[src/hdl/lpg_pkg.sv]
`default_nettype none

package lpg_pkg;

	// Width of every coordinate field on the channels
	localparam int FIELD_W = 6;

	// Default number of coordinate bits the generator actually uses
	localparam int COORD_BITS_DEFAULT = 6;

	// Commands from the controller to the datapath
	typedef struct packed {
		logic load;   // capture a new segment and set up the error term
		logic step;   // advance to the next raster point
	} cmd_t;

	// Status from the datapath to the controller
	typedef struct packed {
		logic last;   // current point is the final one of the segment
	} status_t;

endpackage

`default_nettype wire

[src/hdl/lpg_seg_if.sv]
`default_nettype none

interface lpg_seg_if;
	logic                        valid;
	logic                        ready;
	logic [lpg_pkg::FIELD_W-1:0] start_x;
	logic [lpg_pkg::FIELD_W-1:0] start_y;
	logic [lpg_pkg::FIELD_W-1:0] end_x;
	logic [lpg_pkg::FIELD_W-1:0] end_y;

	modport source (output valid, output start_x, output start_y, output end_x,
		output end_y, input ready);
	modport sink (input valid, input start_x, input start_y, input end_x,
		input end_y, output ready);
endinterface

`default_nettype wire

[src/hdl/lpg_pt_if.sv]
`default_nettype none

interface lpg_pt_if;
	logic                        valid;
	logic                        ready;
	logic [lpg_pkg::FIELD_W-1:0] point_x;
	logic [lpg_pkg::FIELD_W-1:0] point_y;
	logic                        last_point;

	modport source (output valid, output point_x, output point_y, output last_point,
		input ready);
	modport sink (input valid, input point_x, input point_y, input last_point,
		output ready);
endinterface

`default_nettype wire

[src/hdl/lpg_ctrl.sv]
`default_nettype none

module lpg_ctrl (
	input  wire logic             clk,
	input  wire logic             arst_n,
	input  wire logic             in_valid,
	output      logic             in_ready,
	output      logic             out_valid,
	input  wire logic             out_ready,
	input  wire lpg_pkg::status_t status,
	output      lpg_pkg::cmd_t    cmd
);

	typedef enum logic {
		ST_IDLE,
		ST_RUN
	} state_t;

	state_t state_q;

	assign in_ready  = (state_q == ST_IDLE);
	assign out_valid = (state_q == ST_RUN);

	assign cmd.load = in_valid && in_ready;
	assign cmd.step = out_valid && out_ready;

	always_ff @(posedge clk or negedge arst_n) begin
		if (!arst_n) begin
			state_q <= ST_IDLE;
		end else begin
			unique case (state_q)
				ST_IDLE: begin
					if (cmd.load) begin
						state_q <= ST_RUN;
					end
				end
				ST_RUN: begin
					// drop back to idle once the final point is taken
					if (cmd.step && status.last) begin
						state_q <= ST_IDLE;
					end
				end
				default: begin
					state_q <= ST_IDLE;
				end
			endcase
		end
	end

endmodule

`default_nettype wire

[src/hdl/lpg_datapath.sv]
`default_nettype none

module lpg_datapath #(
	parameter int COORD_BITS = lpg_pkg::COORD_BITS_DEFAULT
) (
	input  wire logic                        clk,
	input  wire logic                        arst_n,
	input  wire lpg_pkg::cmd_t               cmd,
	input  wire logic [lpg_pkg::FIELD_W-1:0] start_x,
	input  wire logic [lpg_pkg::FIELD_W-1:0] start_y,
	input  wire logic [lpg_pkg::FIELD_W-1:0] end_x,
	input  wire logic [lpg_pkg::FIELD_W-1:0] end_y,
	output      logic [lpg_pkg::FIELD_W-1:0] point_x,
	output      logic [lpg_pkg::FIELD_W-1:0] point_y,
	output      lpg_pkg::status_t            status
);

	localparam int N  = COORD_BITS;
	localparam int EW = COORD_BITS + 3;   // signed error term width

	logic [N-1:0]          cur_x_q, cur_y_q;
	logic [N-1:0]          step_x_q, step_y_q;
	logic [N-1:0]          remain_q;
	logic                  x_dom_q;
	logic signed [EW-1:0]  err_q;
	logic [N:0]            inc_s_q;
	logic signed [EW-1:0]  inc_d_q;

	// segment setup
	logic [N-1:0]          sx, sy, ex, ey;
	logic [N:0]            dx, dy;
	logic [N-1:0]          adx, ady, major, minor;
	logic                  x_dom;
	logic signed [EW-1:0]  err_init, inc_d_init;

	always_comb begin
		sx = start_x[N-1:0];
		sy = start_y[N-1:0];
		ex = end_x[N-1:0];
		ey = end_y[N-1:0];
		dx = {1'b0, ex} - {1'b0, sx};
		dy = {1'b0, ey} - {1'b0, sy};
		adx = dx[N] ? N'(-dx) : dx[N-1:0];
		ady = dy[N] ? N'(-dy) : dy[N-1:0];
		x_dom = (adx > ady);
		major = x_dom ? adx : ady;
		minor = x_dom ? ady : adx;
		err_init   = EW'({minor, 1'b0}) - EW'(major);
		inc_d_init = EW'({minor, 1'b0}) - EW'({major, 1'b0});
	end

	// per-point update
	logic                  err_pos;
	logic [N-1:0]          next_x, next_y;

	always_comb begin
		err_pos = !err_q[EW-1];
		next_x = cur_x_q;
		next_y = cur_y_q;
		if (x_dom_q) begin
			next_x = cur_x_q + step_x_q;
			if (err_pos) begin
				next_y = cur_y_q + step_y_q;
			end
		end else begin
			next_y = cur_y_q + step_y_q;
			if (err_pos) begin
				next_x = cur_x_q + step_x_q;
			end
		end
	end

	always_ff @(posedge clk or negedge arst_n) begin
		if (!arst_n) begin
			remain_q <= '0;
		end else if (cmd.load) begin
			// a zero-length segment still yields its start point
			remain_q <= (major == '0) ? N'(1) : major;
		end else if (cmd.step) begin
			remain_q <= remain_q - N'(1);
		end
	end

	always_ff @(posedge clk) begin
		if (cmd.load) begin
			cur_x_q  <= sx;
			cur_y_q  <= sy;
			step_x_q <= dx[N] ? '1 : ((|dx) ? N'(1) : '0);
			step_y_q <= dy[N] ? '1 : ((|dy) ? N'(1) : '0);
			x_dom_q  <= x_dom;
			err_q    <= err_init;
			inc_s_q  <= {minor, 1'b0};
			inc_d_q  <= inc_d_init;
		end else if (cmd.step) begin
			cur_x_q <= next_x;
			cur_y_q <= next_y;
			err_q   <= err_pos ? (err_q + inc_d_q) : (err_q + EW'(inc_s_q));
		end
	end

	assign point_x     = lpg_pkg::FIELD_W'(cur_x_q);
	assign point_y     = lpg_pkg::FIELD_W'(cur_y_q);
	assign status.last = (remain_q == N'(1));

endmodule

`default_nettype wire

[src/hdl/line_point_generator_core.sv]
// Bresenham line point generator.
//
// Channel seg (sink) takes one line segment per transfer: start_x, start_y,
// end_x, end_y. Channel pt (source) gives the raster points of that segment
// in order, one per transfer, with last_point set on the final one. The
// start point is included and the end point is not; a zero-length segment
// gives just its start point, marked last. Ties between |dx| and |dy| step
// along y.
//
// Timing: a segment is taken only while the generator is idle. The first
// point is offered in the cycle after the segment transfer, then one point
// per cycle while pt.ready is high; a segment gives L points (L = max of
// |dx|, |dy|, at least 1). The rate is set by the single error-term
// update loop in the datapath, which advances once per point. When the
// receiver stalls, the current point is held in the position registers
// and the loop waits. Reset makes the block idle with seg.ready high and
// pt.valid low.
`default_nettype none

module line_point_generator_core #(
	parameter int COORD_BITS = lpg_pkg::COORD_BITS_DEFAULT
) (
	input  wire logic clk,
	input  wire logic arst_n,
	lpg_seg_if.sink   seg,
	lpg_pt_if.source  pt
);

	lpg_pkg::cmd_t    cmd;
	lpg_pkg::status_t status;

	// Controller: idle/run sequencing and handshakes
	lpg_ctrl u_ctrl (
		.clk       (clk),
		.arst_n    (arst_n),
		.in_valid  (seg.valid),
		.in_ready  (seg.ready),
		.out_valid (pt.valid),
		.out_ready (pt.ready),
		.status    (status),
		.cmd       (cmd)
	);

	// Datapath: position, error term and point counter
	lpg_datapath #(
		.COORD_BITS (COORD_BITS)
	) u_datapath (
		.clk     (clk),
		.arst_n  (arst_n),
		.cmd     (cmd),
		.start_x (seg.start_x),
		.start_y (seg.start_y),
		.end_x   (seg.end_x),
		.end_y   (seg.end_y),
		.point_x (pt.point_x),
		.point_y (pt.point_y),
		.status  (status)
	);

	assign pt.last_point = status.last;

	// Never offer a point while taking a new segment
	a_idle_excl: assert property (@(posedge clk) disable iff (!arst_n)
		seg.ready |-> !pt.valid)
		else $error("segment ready while a point is pending");

	// A segment transfer starts point output in the next cycle
	a_load_run: assert property (@(posedge clk) disable iff (!arst_n)
		(seg.valid && seg.ready) |=> pt.valid)
		else $error("no point after segment transfer");

	// Transfer of the final point returns to idle
	a_last_idle: assert property (@(posedge clk) disable iff (!arst_n)
		(pt.valid && pt.ready && pt.last_point) |=> (seg.ready && !pt.valid))
		else $error("not idle after final point");

	// Any other point transfer keeps the segment running
	a_mid_run: assert property (@(posedge clk) disable iff (!arst_n)
		(pt.valid && pt.ready && !pt.last_point) |=> (pt.valid && !seg.ready))
		else $error("segment ended before its final point");

endmodule

`default_nettype wire

[src/flat_wrapper.sv]
// flat-port wrapper written by rule: the top's interface ports become plain ports
module line_point_generator_core_flat 
#(
	parameter int COORD_BITS = lpg_pkg::COORD_BITS_DEFAULT
)
  (clk, arst_n, seg_valid, seg_start_x, seg_start_y, seg_end_x, seg_end_y, seg_ready, pt_valid, pt_point_x, pt_point_y, pt_last_point, pt_ready);
  lpg_seg_if seg_i ();
  lpg_pt_if pt_i ();
  input  wire logic clk;
  input  wire logic arst_n;
  input wire logic [$bits(seg_i.valid)-1:0] seg_valid;
  input wire logic [$bits(seg_i.start_x)-1:0] seg_start_x;
  input wire logic [$bits(seg_i.start_y)-1:0] seg_start_y;
  input wire logic [$bits(seg_i.end_x)-1:0] seg_end_x;
  input wire logic [$bits(seg_i.end_y)-1:0] seg_end_y;
  output wire logic [$bits(seg_i.ready)-1:0] seg_ready;
  output wire logic [$bits(pt_i.valid)-1:0] pt_valid;
  output wire logic [$bits(pt_i.point_x)-1:0] pt_point_x;
  output wire logic [$bits(pt_i.point_y)-1:0] pt_point_y;
  output wire logic [$bits(pt_i.last_point)-1:0] pt_last_point;
  input wire logic [$bits(pt_i.ready)-1:0] pt_ready;
  assign seg_i.valid = seg_valid;
  assign seg_i.start_x = seg_start_x;
  assign seg_i.start_y = seg_start_y;
  assign seg_i.end_x = seg_end_x;
  assign seg_i.end_y = seg_end_y;
  assign seg_ready = seg_i.ready;
  assign pt_valid = pt_i.valid;
  assign pt_point_x = pt_i.point_x;
  assign pt_point_y = pt_i.point_y;
  assign pt_last_point = pt_i.last_point;
  assign pt_i.ready = pt_ready;
  line_point_generator_core #(.COORD_BITS(COORD_BITS)) u_core (.clk(clk), .arst_n(arst_n), .seg(seg_i), .pt(pt_i));
endmodule
[config.mk]
export PLATFORM = sky130hd
export DESIGN_NAME = line_point_generator_core_flat
export DESIGN_NICKNAME = d
export VERILOG_FILES = /design/src/hdl/lpg_pkg.sv /design/src/hdl/lpg_seg_if.sv /design/src/hdl/lpg_pt_if.sv /design/src/hdl/lpg_ctrl.sv /design/src/hdl/lpg_datapath.sv /design/src/hdl/line_point_generator_core.sv /design/src/flat_wrapper.sv
export SDC_FILE = /design/constraint.sdc
export NUM_CORES = 1
export LEC_CHECK = 0
export BUFFER_PORTS_ARGS = -buffer_cell sky130_fd_sc_hd__buf_4
export CAP_MARGIN = 15
export CORE_ASPECT_RATIO = 0.6
export CORE_MARGIN = 3
export CORE_UTILIZATION = 30
export CTS_CLUSTER_SIZE = 28
export DETAILED_ROUTE_END_ITERATION = 12
export GPL_ROUTABILITY_DRIVEN = 0
export PLACE_DENSITY = 0.47
export SLEW_MARGIN = 20
export SYNTH_ARGS = -nofsm -noshare
export SYNTH_HDL_FRONTEND = slang
export SYNTH_SLANG_ARGS = --single-unit
[constraint.sdc]
create_clock -name clk -period 4.8 [get_ports clk]
set_input_delay 1.2 -clock clk [delete_from_list [all_inputs] [get_ports clk]]
set_output_delay 1.2 -clock clk [all_outputs]
set_load 0.01 [all_outputs]
==> results.md, run 1 <==
* Outcome: complete, but fails checks
* Failing checks: setup timing
* CP Capture Type: register
* Most frequent cells in the layout: buf_4 (142), inv_1 (41), nor2_1 (40), edfxtp_1 (38), ha_1 (34)
* Clock share of power at 8.9%
* Worst-path maximum fanout at 5
* Vias at 3526
* Combinational share of power at 73.9%
* PD cells at 751 nW/um^2
* # DRC at 0
* Most common cell on crit path: ha_4
* Final Max Slew Viols at 0
* Min Hold Slack at 0.512 ns
* DRT met1 WL at 6200 microns
* Final worst setup slack at -0.652 ns
* Syn_area_per_cell at 9.29 sq um
* N_diodes at 0
* Initial DRC count at 188
* Largest net degree at the start of global routing at 22
* DR WL/cell at 15.1 microns
* Worst Setup Start Kind: input pin
* Die Ht at 94.7 microns
* Post-cts hold buffer count at 0
* Peak supply drop at 0.257 mV
* CTS tree: built
* Mapped Nets at 498
* Post-synth EDFFs at 38
* WL met3 at 668 microns
* Drt total wl at 11200 microns
* GRT overflow at 0
* Switch Pwr at 1780 uW
* Total global routing track utilization at 15.9%
* Cell internal pwr at 2730 uW
* Final hold violation count at 0
* Vias in the first global route at 3451
* Clk sinks at 45
* Worst Hold Path EP: u_core.u_datapath.remain_q[5]
* RR Startpoint: u_core.u_datapath.err_q[8]
* WP buf/inv at 6
* Top layer in use: met4
* Fin crit period at 5.45 ns
* Post-synthesis sequential element count at 45
* Die area at 14600 sq um
* Post-DP HPWL at 8710 microns
* H-tree depth at 2
* Least-Margin Pin Slew at 1.02 ns
* Core ar. at 12400 sq um
* First-pass GRT wire length at 18100 microns
* Worst Hold Class: register to register
* Max-Cap Viols at 0
* Number of port buffers at 42
* Hold path cells at 1
* Worst Path Arrival at 5.50 ns
* Antenna violations before repair at 0
* Fin util at 48.3%
* Worst Skew at 0.00758 ns
* Clock Latency Late Sink at 0.30 ns
* Switching Fraction at 39.4%
* Commonest non-fill, non-tap cell in the layout: buf_4
* WL met2 at 4260 microns
* Clk buf depth at 2
* Row cnt at 31
* TritonCTS buffer count at 5
* Chip Width at 154 microns
* Final setup viols at 13
* Via density at 4.73
* Seq/Total Area, Yosys at 33.5%
* Leakage at 0.00276 uW
* Layout cells sized above 1 at 42.3%
* Hold_sp: u_core.u_datapath.remain_q[5]
* CTS root buffer: clkbuf_16
* Initial Util at 31.7%
* Synth Flop Type: edfxtp_1
* Nets at 655
* Max Freq at 0.183 GHz
* CP max stage cell: maj3_2
* ANT nets after route at 0
* Post-synthesis cell count at 423
* Area of the mapped netlist at 3930 sq um
* Worst R2R Setup Slack at 1.76 ns
* Seq pwr share at 17.2%
* Crit path kind: input pin to register
* Async set-reset flop share out of synthesis at 15.6%
* Worst-path clk slew at 0.07 ns
* Crit path required time at 4.85 ns
* Worst r2r dst: u_core.u_datapath.err_q[8]
* Setup WS pre-CTS at -1.07 ns
* RSZ-0062 raised after global routing: yes
* Max_slew headroom at 31.5%
* Synth warn at 0
* Fin crit share at 114%
* Crit-path max cell delay at 0.42 ns
* Drt pass-1 iters at 4
* Yosys cell types at 56
* Critical path depth in cells at 26
* Synth-to-Final Area Change at 52.4%
* Top delay family on crit path: adder cells
* R2R cell count at 11
* I/O Pins at 43
* Fillers at 1170
-- power groups by stage --
stage	Combinational [uW]	Sequential [uW]	Clock, uW
floorplan	1690	766	0
global placement	2530	777	0
detailed placement	2550	780	0
CTS	3060	773	416
global route	3640	790	429
finish	3330	772	402
-- state kept, by name, summed over array words and instances (netlist names) --
name,cells
u_core.u_datapath.x_dom_q,1
u_core.u_datapath.step_x_q,2
u_core.u_datapath.remain_q,6
u_core.u_datapath.point_x,6
u_core.u_datapath.step_y_q,2
u_core.u_datapath.inc_s_q,6
u_core.u_datapath.err_q,8
u_core.u_datapath.point_y,6
u_core.u_datapath.inc_d_q,7
u_core.u_ctrl.out_valid,1
-- how the worst max path moves through the flow --
stage | startpoint | to | slack, ns
finish | seg_end_y[0] | u_core.u_datapath.err_q[6] | -0.65
detailed placement | seg_end_y[0] | u_core.u_datapath.err_q[6] | -1.07
global route | seg_end_y[0] | u_core.u_datapath.err_q[6] | -0.86
floorplan | seg_end_y[0] | u_core.u_datapath.err_q[6] | -0.98
CTS | seg_end_y[0] | u_core.u_datapath.err_q[6] | -0.61
global placement | seg_end_y[0] | u_core.u_datapath.err_q[6] | -0.95
-- layout make-up --
class	count	area [sq um]	area share (%)
multi-input combinational	320	2800	46.8
tap	165	206	3.45
inverter	48	203	3.38
sequential	45	1320	22.0
clock buffer	8	168	2.80
timing repair buffer	160	1290	21.6
-- synthesized netlist by cell type (all sizes together) (2+ instances only) --
master  number  area share, %
clkbuf       5           0.48
xor2        15            3.5
a21o        10            1.9
fa           5            2.5
ha          42             13
a31oi        3           0.64
buf          5           0.86
nand3        7           0.89
nand2       32            3.1
and3         5           0.80
o21ai       16            2.1
o22ai        2           0.32
nor2        44            4.2
inv         48            4.6
dfrtp        7            4.5
and2         4           0.64
a221oi       2           0.45
a21oi       32            4.4
nand4        2           0.32
o21bai       6            1.1
nor3         6           0.76
o31ai        2           0.38
o211ai       2           0.38
o21a         3           0.57
a211o        2           0.45
mux2        10            2.9
o221ai       2           0.45
xnor2       25            5.6
edfxtp      38             29
nor2b        5           0.80
or3          4           0.64
mux2i       10            2.9
nand2b       7            1.1
-- metrics by stage --
step                TNS, ns  power, uW  instances  instance area (sq um)
global placement     -10.34       3300        711                   5290
finish                -4.91       4500        746                   5990
global route          -8.09       4860        746                   5990
detailed placement   -12.09       3330        711                   5290
floorplan             -5.18       2450        423                   4150
CTS                   -4.68       4250        737                   5840
-- routing by layer --
metal	up-vias	global-route usage [%]
met5	-	0
met4	0	3.82
met3	7	2.75
met2	66	21.7
met1	1658	25.4
li1	1795	-
-- cells by family after synthesis --
kind of cell,synth area share (%)
buffers and inverters,5.92
AO/OA/AOI/OAI,15.2
flip-flops,33.5
XOR/XNOR,9.10
AND/OR/NAND/NOR,14.3
adder cells (fa/ha/maj),16.2
multiplexers,5.73
-- what timing repair did --
| item | CTS | global route |
|---|---|---|
| gates resized for setup | 47 | 20 |
| buffers inserted | 20 | 11 |
| endpoints found under the setup margin | 15 | 19 |
| cloned | 0 | 0 |
| endpoints found under the hold margin | 0 | 0 |
| pin swaps | 27 | 18 |
Power figures use the tool's default switching activity.
==> run 2, diff against run 1 <==
--- a/config.mk
+++ b/config.mk
@@ -9,11 +9,12 @@
 export CAP_MARGIN = 15
 export CORE_ASPECT_RATIO = 0.6
 export CORE_MARGIN = 3
-export CORE_UTILIZATION = 30
+export CORE_UTILIZATION = 45
 export CTS_CLUSTER_SIZE = 28
 export DETAILED_ROUTE_END_ITERATION = 12
 export GPL_ROUTABILITY_DRIVEN = 0
-export PLACE_DENSITY = 0.47
+export PLACE_DENSITY = 0.65
+export RECOVER_POWER = 100
 export SLEW_MARGIN = 20
 export SYNTH_ARGS = -nofsm -noshare
 export SYNTH_HDL_FRONTEND = slang
==> run 2 against run 1 <==
  * The flow finishes with violations (capacitance limit, slew limit, setup timing)
  * Sequential power hardly changed
  * Final cell count is 9.7% lower
  * Sequential share of layout area increased by 0.98 points
  * First-iteration DRC count grew 9.0%
  * Fmax is 1.2% lower
  * Utilization increased by 22 points
  * Via count is 0.14% lower
  * Clock power hardly changed
  * Cell area shrank 4.3%
  * Register-to-register slack lost 0.09 ns
  * Critical path type unchanged
  * Highest routed layer unchanged
==> results.md, run 2 (synthesis gave the netlist of run 1 again) <==
* Via density at 5.22
* H-tree depth at 2
* GRT overflow at 0
* Crit-path max cell delay at 0.41 ns
* TritonCTS buffer count at 5
* Worst Hold Class: register to register
* Commonest non-fill, non-tap cell in the layout: buf_4
* Failing checks: capacitance limit, slew limit, setup timing
* Die area at 9930 sq um
* RR Startpoint: u_core.u_datapath.err_q[8]
* Clk sinks at 45
* ANT nets after route at 0
* Final worst setup slack at -0.717 ns
* Top Usage Layer GRT: met2
* Worst Skew at 0.0109 ns
* Clock Latency Late Sink at 0.29 ns
* Post-cts hold buffer count at 0
* Largest regs: u_core.u_datapath.err_q x8, u_core.u_datapath.inc_d_q x7
* Crit path required time at 4.84 ns
* CP max stage cell: maj3_2
* CTS tree: built
* Crit path kind: input pin to register
* Hold_sp: u_core.u_datapath.remain_q[5]
* Worst Path Arrival at 5.56 ns
* Post-DP HPWL at 7910 microns
* Chip Width at 127 microns
* Least-Margin Pin Slew at 1.51 ns
* Max_slew headroom at -0.828%
* Initial Util at 48.2%
* Outcome: complete, but fails checks
* Worst Setup Start Kind: input pin
* Row cnt at 25
* Met2 Track Usage GR at 35.2%
* Vias at 3521
* Antenna violations before repair at 0
* Worst-path maximum fanout at 5
* PD cells at 777 nW/um^2
* Number of port buffers at 42
* Fin crit share at 115%
* GR Layer Usage met1 at 33.2%
* Most common cell on crit path: ha_4
* DR WL/cell at 16.1 microns
* Final setup viols at 15
* Vias in the first global route at 3557
* Fin crit period at 5.52 ns
* Most frequent cells in the layout: buf_4 (116), inv_1 (41), edfxtp_1 (38), nor2_1 (36), ha_1 (34)
* GRT met3 Usage at 3.74%
* Drt total wl at 10900 microns
* Core ar. at 8160 sq um
* Clk buf depth at 2
* Die Ht at 78.4 microns
* First-pass GRT wire length at 17800 microns
* RSZ-0062 raised after global routing: yes
* Fin cells at 674
* Crit path from: seg_end_y[0]
* Max reg flops at 8
* Final Max Slew Viols at 30
* Synth-to-Final Area Change at 45.8%
* Fin util at 70.2%
* Reg with most FFs: u_core.u_datapath.err_q
* Total Power Consumption at 4450 uW
* Nets at 640
* Largest net degree at the start of global routing at 30
* CTS root buffer: clkbuf_16
* I/O Pins at 43
* N_diodes at 0
* Min Hold Slack at 0.519 ns
* Worst-path clk slew at 0.06 ns
* Total global routing track utilization at 22.6%
* Peak supply drop at 0.355 mV
* Initial DRC count at 205
* Max Freq at 0.181 GHz
* Max-Cap Viols at 1
* Leakage at 0.00259 uW
* Drt pass-1 iters at 5
* CP Capture Type: register
* # DRC at 0
* Layout cells sized above 1 at 38.3%
* Final hold violation count at 0
* Post-placement cell count at 642
[run 2: cell types whose count changed in the layout (fill, tap and decap cells not counted), sizes merged]
cell / change
bufinv: +1
clkbuf: +14
clkinv: +1
buf: -32
clkinvlp: +1
[run 2: power breakdown]
part           internal [uW]  switching, uW  total, uW  leakage [uW]
clock network            244            158        402     0.0000775
registers                673           98.8        771      0.000436
logic                   1720           1560       3280       0.00208
total                   2640           1810       4450       0.00259
[run 2: worst paths after layout]
path,slack [ns],endpoint,depth (start not counted)
hold / removal,0.52,u_core.u_datapath.remain_q[5],1
max in group asynchronous,3.72,u_core.u_datapath.remain_q[5],1
min in group asynchronous,0.80,u_core.u_ctrl.out_valid,1
setup reg to reg,1.67,u_core.u_datapath.err_q[8],11
hold reg to reg,0.52,u_core.u_datapath.remain_q[5],1
setup / recovery,-0.72,u_core.u_datapath.err_q[6],28
[run 2: final cells by class]
cell class                 count  area (sq um)
timing repair buffer         145          1090
sequential                    45          1320
fill                         609          2430
multi-input combinational    320          2820
tap                          108           135
inverter                      48           200
clock buffer                   5           125
clock inverter                 3          41.3
[run 2: critical path: cells and delay by family]
kind,cells,cell delay [ns]
compound gates,8,1.27
xor+xnor,2,0.29
fa+ha+maj,5,1.33
buf+inv,6,0.54
mux,2,0.53
simple gates,5,0.40
[run 2: stage by stage]
stage	setup WS, ns	TNS, ns	cell area, sq um
finish	-0.717	-5.94	5730
global route	-0.913	-9.10	5730
global placement	-0.916	-9.88	5130
CTS	-0.676	-5.15	5630
detailed placement	-1.14	-13.51	5130
floorplan	-0.975	-5.18	4150
[run 2: per-layer routing]
layer | wire, microns | vias up | part of all wire, %
met5 | 0 | - | 0
met4 | 47 | 0 | 0.43
met3 | 617 | 4 | 5.7
met2 | 4830 | 78 | 44
met1 | 5360 | 1677 | 49
li1 | - | 1762 | -
[run 2: what timing repair did]
item	in CTS	in global routing
endpoints found under the setup margin	18	21
buffers inserted	17	9
pin swaps	19	16
gates resized for setup	37	25
==> run 3, diff against run 2 <==
--- a/config.mk
+++ b/config.mk
@@ -18,4 +18,5 @@
 export SLEW_MARGIN = 20
 export SYNTH_ARGS = -nofsm -noshare
 export SYNTH_HDL_FRONTEND = slang
+export SYNTH_HIERARCHICAL = 1
 export SYNTH_SLANG_ARGS = --single-unit
==> run 3 against run 2 <==
  * The flow finishes with violations (setup timing)
  * Worst setup slack better by 0.072 ns
  * Sequential cell count unchanged
  * Area after synthesis is 5.6% higher
  * Combinational power decreased by 5%
  * Clock-buffer cell count increased by 1
  * Total power is 6.0% lower
==> results.md, run 3 <==
* Final worst setup slack at -0.645 ns
* Vias at 3969
* Post-synth EDFFs at 38
* Layout cells sized above 1 at 43.4%
* Via density at 5.50
* Seq/Total Area, Yosys at 31.7%
* Area of the mapped netlist at 4150 sq um
* Commonest non-fill, non-tap cell in the layout: buf_4
* Worst Hold Class: register to register
* Antenna violations before repair at 0
* CP max stage cell: fa_2
* Worst Path Arrival at 5.48 ns
* Top delay family on crit path: compound AO/OA/AOI/OAI gates
* Clock Latency Late Sink at 0.29 ns
* Area after DPL at 5530 sq um
* Largest net degree at the start of global routing at 29
* GRT overflow at 0
* Fin area at 6090 sq um
* Failing checks: setup timing
* N_diodes at 0
* Drt pass-1 iters at 6
* Synth-to-Final Area Change at 46.6%
* Fin crit share at 113%
* Post-synthesis sequential element count at 45
* Mapped Nets at 524
* TritonCTS buffer count at 5
* Chip Width at 130 microns
* Post-DP HPWL at 8980 microns
* Post-synthesis cell count at 447
* Post-synth top area cell: edfxtp_1
* Crit-path max cell delay at 0.34 ns
* Number of port buffers at 42
* Fin cells at 722
* Syn_area_per_cell at 9.29 sq um
* Peak supply drop at 0.332 mV
* Largest regs: u_core/u_datapath/err_q x8, u_core/u_datapath/inc_d_q x7
* Initial DRC count at 328
* Fillers at 653
* Multi-input gate area at 3010 sq um
* Max reg flops at 8
* CTS root buffer: clkbuf_16
* Worst Setup Start Kind: input pin
* Switching Fraction at 41.7%
* Worst-path clk slew at 0.06 ns
* # DRC at 0
* Synth warn at 6
* H-tree depth at 2
* Sequential cell area at 1320 sq um
* Crit path required time at 4.84 ns
* Final hold violation count at 0
* Synth Flop Type: edfxtp_1
* Reg with most FFs: u_core/u_datapath/err_q
* Drt total wl at 12000 microns
* Die Ht at 80.4 microns
* RR Startpoint: u_core/u_datapath/err_q[8]
* Row cnt at 26
* First-pass GRT wire length at 18900 microns
* Clk buf depth at 2
* Die area at 10500 sq um
* Count leader, synth: inv_1
* Yosys cell types at 67
* Post-placement cell count at 689
* Core ar. at 8750 sq um
* Synth top area cells: edfxtp_1 (27%), ha_1 (13%), xnor2_1 (4.6%), dfrtp_1 (4.2%), xor2_1 (4.2%)
* Initial Util at 47.5%
* Max Freq at 0.184 GHz
* Worst Skew at 0.00678 ns
* Crit path kind: input pin to register
* Total negative setup slack at -6.14 ns
* WP buf/inv at 6
* CP Capture Type: register
* Switch Pwr at 1750 uW
* Fin crit period at 5.45 ns
* Clk sinks at 45
* Max_slew headroom at 55.5%
* Total global routing track utilization at 23.0%
* DR WL/cell at 16.6 microns
* CTS tree: built
* Async set-reset flop share out of synthesis at 15.6%
* Synth top cells by count: inv_1 (46), nor2_1 (45), ha_1 (44)
* RSZ-0062 raised after global routing: yes
* Nets at 686
* I/O Pins at 43
* Outcome: complete, but fails checks
* Crit path from: seg_end_x[0]
* Max-Cap Viols at 0
* Leakage at 0.00275 uW
* Most frequent cells in the layout: buf_4 (154), inv_1 (40), edfxtp_1 (38), nor2_1 (37), ha_1 (32)
* Seq pwr share at 16.6%
* Hold_sp: u_core/u_ctrl/out_valid
* Least-Margin Pin Slew at 0.663 ns
* Setup WS pre-CTS at -0.968 ns
* Worst R2R Setup Slack at 1.89 ns
* PD cells at 687 nW/um^2
* Min Hold Slack at 0.551 ns
* Synth top area share at 27.5%
* Final setup viols at 14
* Combinational share of power at 74.8%
* Clock share of power at 8.6%
* Worst-path maximum fanout at 7
* ANT nets after route at 0
* Cell internal pwr at 2440 uW
* Final Max Slew Viols at 0
* Vias in the first global route at 3848
## run 3: stage by stage
step	total power [uW]	util, %
after CTS	3980	68.3
final	4190	69.6
after detailed placement	3230	63.2
after global placement	3170	63.2
after floorplan	2320	-
after global routing	4460	69.6
## run 3: logic make-up (layout without fill, tap and decap cells)
logic type	Yosys count	after routing	share of synthesized area, %
multiplexers	22	22	5.72
AO/OA/AOI/OAI	107	107	17.4
AND/OR/NAND/NOR	123	123	15.2
XOR/XNOR	42	42	8.86
buffers and inverters	59	222	5.45
flip-flops	45	45	31.7
adder cells (fa/ha/maj)	49	49	15.7
## run 3: power by group through the flow
| stage | Clock [uW] | Combinational [uW] | Sequential [uW] |
|---|---|---|---|
| after detailed placement | 0 | 2540 | 699 |
| after global placement | 0 | 2470 | 697 |
| after CTS | 365 | 2920 | 693 |
| after global routing | 378 | 3380 | 707 |
| final | 359 | 3130 | 694 |
| after floorplan | 0 | 1640 | 682 |
## run 3: layout make-up
cell class                      count  share of cell area (%)
Clock buffer                        6                    2.28
Timing Repair Buffer              165                    20.8
Clock inverter                      2                   0.226
Sequential cell                    45                    21.6
Tap cell                          112                    2.30
Multi-Input combinational cell    343                    49.4
Inverter                           49                    3.31
## run 3: path summary, 6_finish.rpt
check / endpoint / cells past startpoint
setup / recovery: u_core/u_datapath/err_q[7] / 27
hold / removal: u_core/u_ctrl/out_valid / 1
setup reg to reg: u_core/u_datapath/err_q[8] / 11
hold reg to reg: u_core/u_ctrl/out_valid / 1
max in group asynchronous: u_core/u_datapath/remain_q[1] / 1
min in group asynchronous: u_core/u_datapath/remain_q[3] / 1
## run 3: worst reg2reg max path, cell delays in order (launching register included)
cell	delay [ns]
edfxtp_1	0.65
mux2i_1	0.34
inv_1	0.08
ha_1	0.28
a21o_1	0.19
a21oi_1	0.25
o21bai_1	0.12
a21oi_1	0.25
o21bai_1	0.11
a21oi_1	0.18
xnor2_1	0.13
o21ai_1	0.07
## run 3: routing by layer
| metal | GRT usage (%) | share of wire [%] | wire [microns] |
|---|---|---|---|
| met5 | 0 | 0 | 0 |
| met4 | 5.50 | 1.5 | 175 |
| met3 | 4.05 | 6.1 | 726 |
| met2 | 34.3 | 42 | 5040 |
| met1 | 34.4 | 50 | 6010 |
## run 3: what timing repair did
| action | CTS | global route |
|---|---|---|
| hold buffers | 0 | 0 |
| gates cloned | 1 | 0 |
| gates resized for setup | 31 | 15 |
| pin swaps | 35 | 13 |
| setup endpoints to repair | 13 | 14 |
| buffers inserted | 18 | 6 |
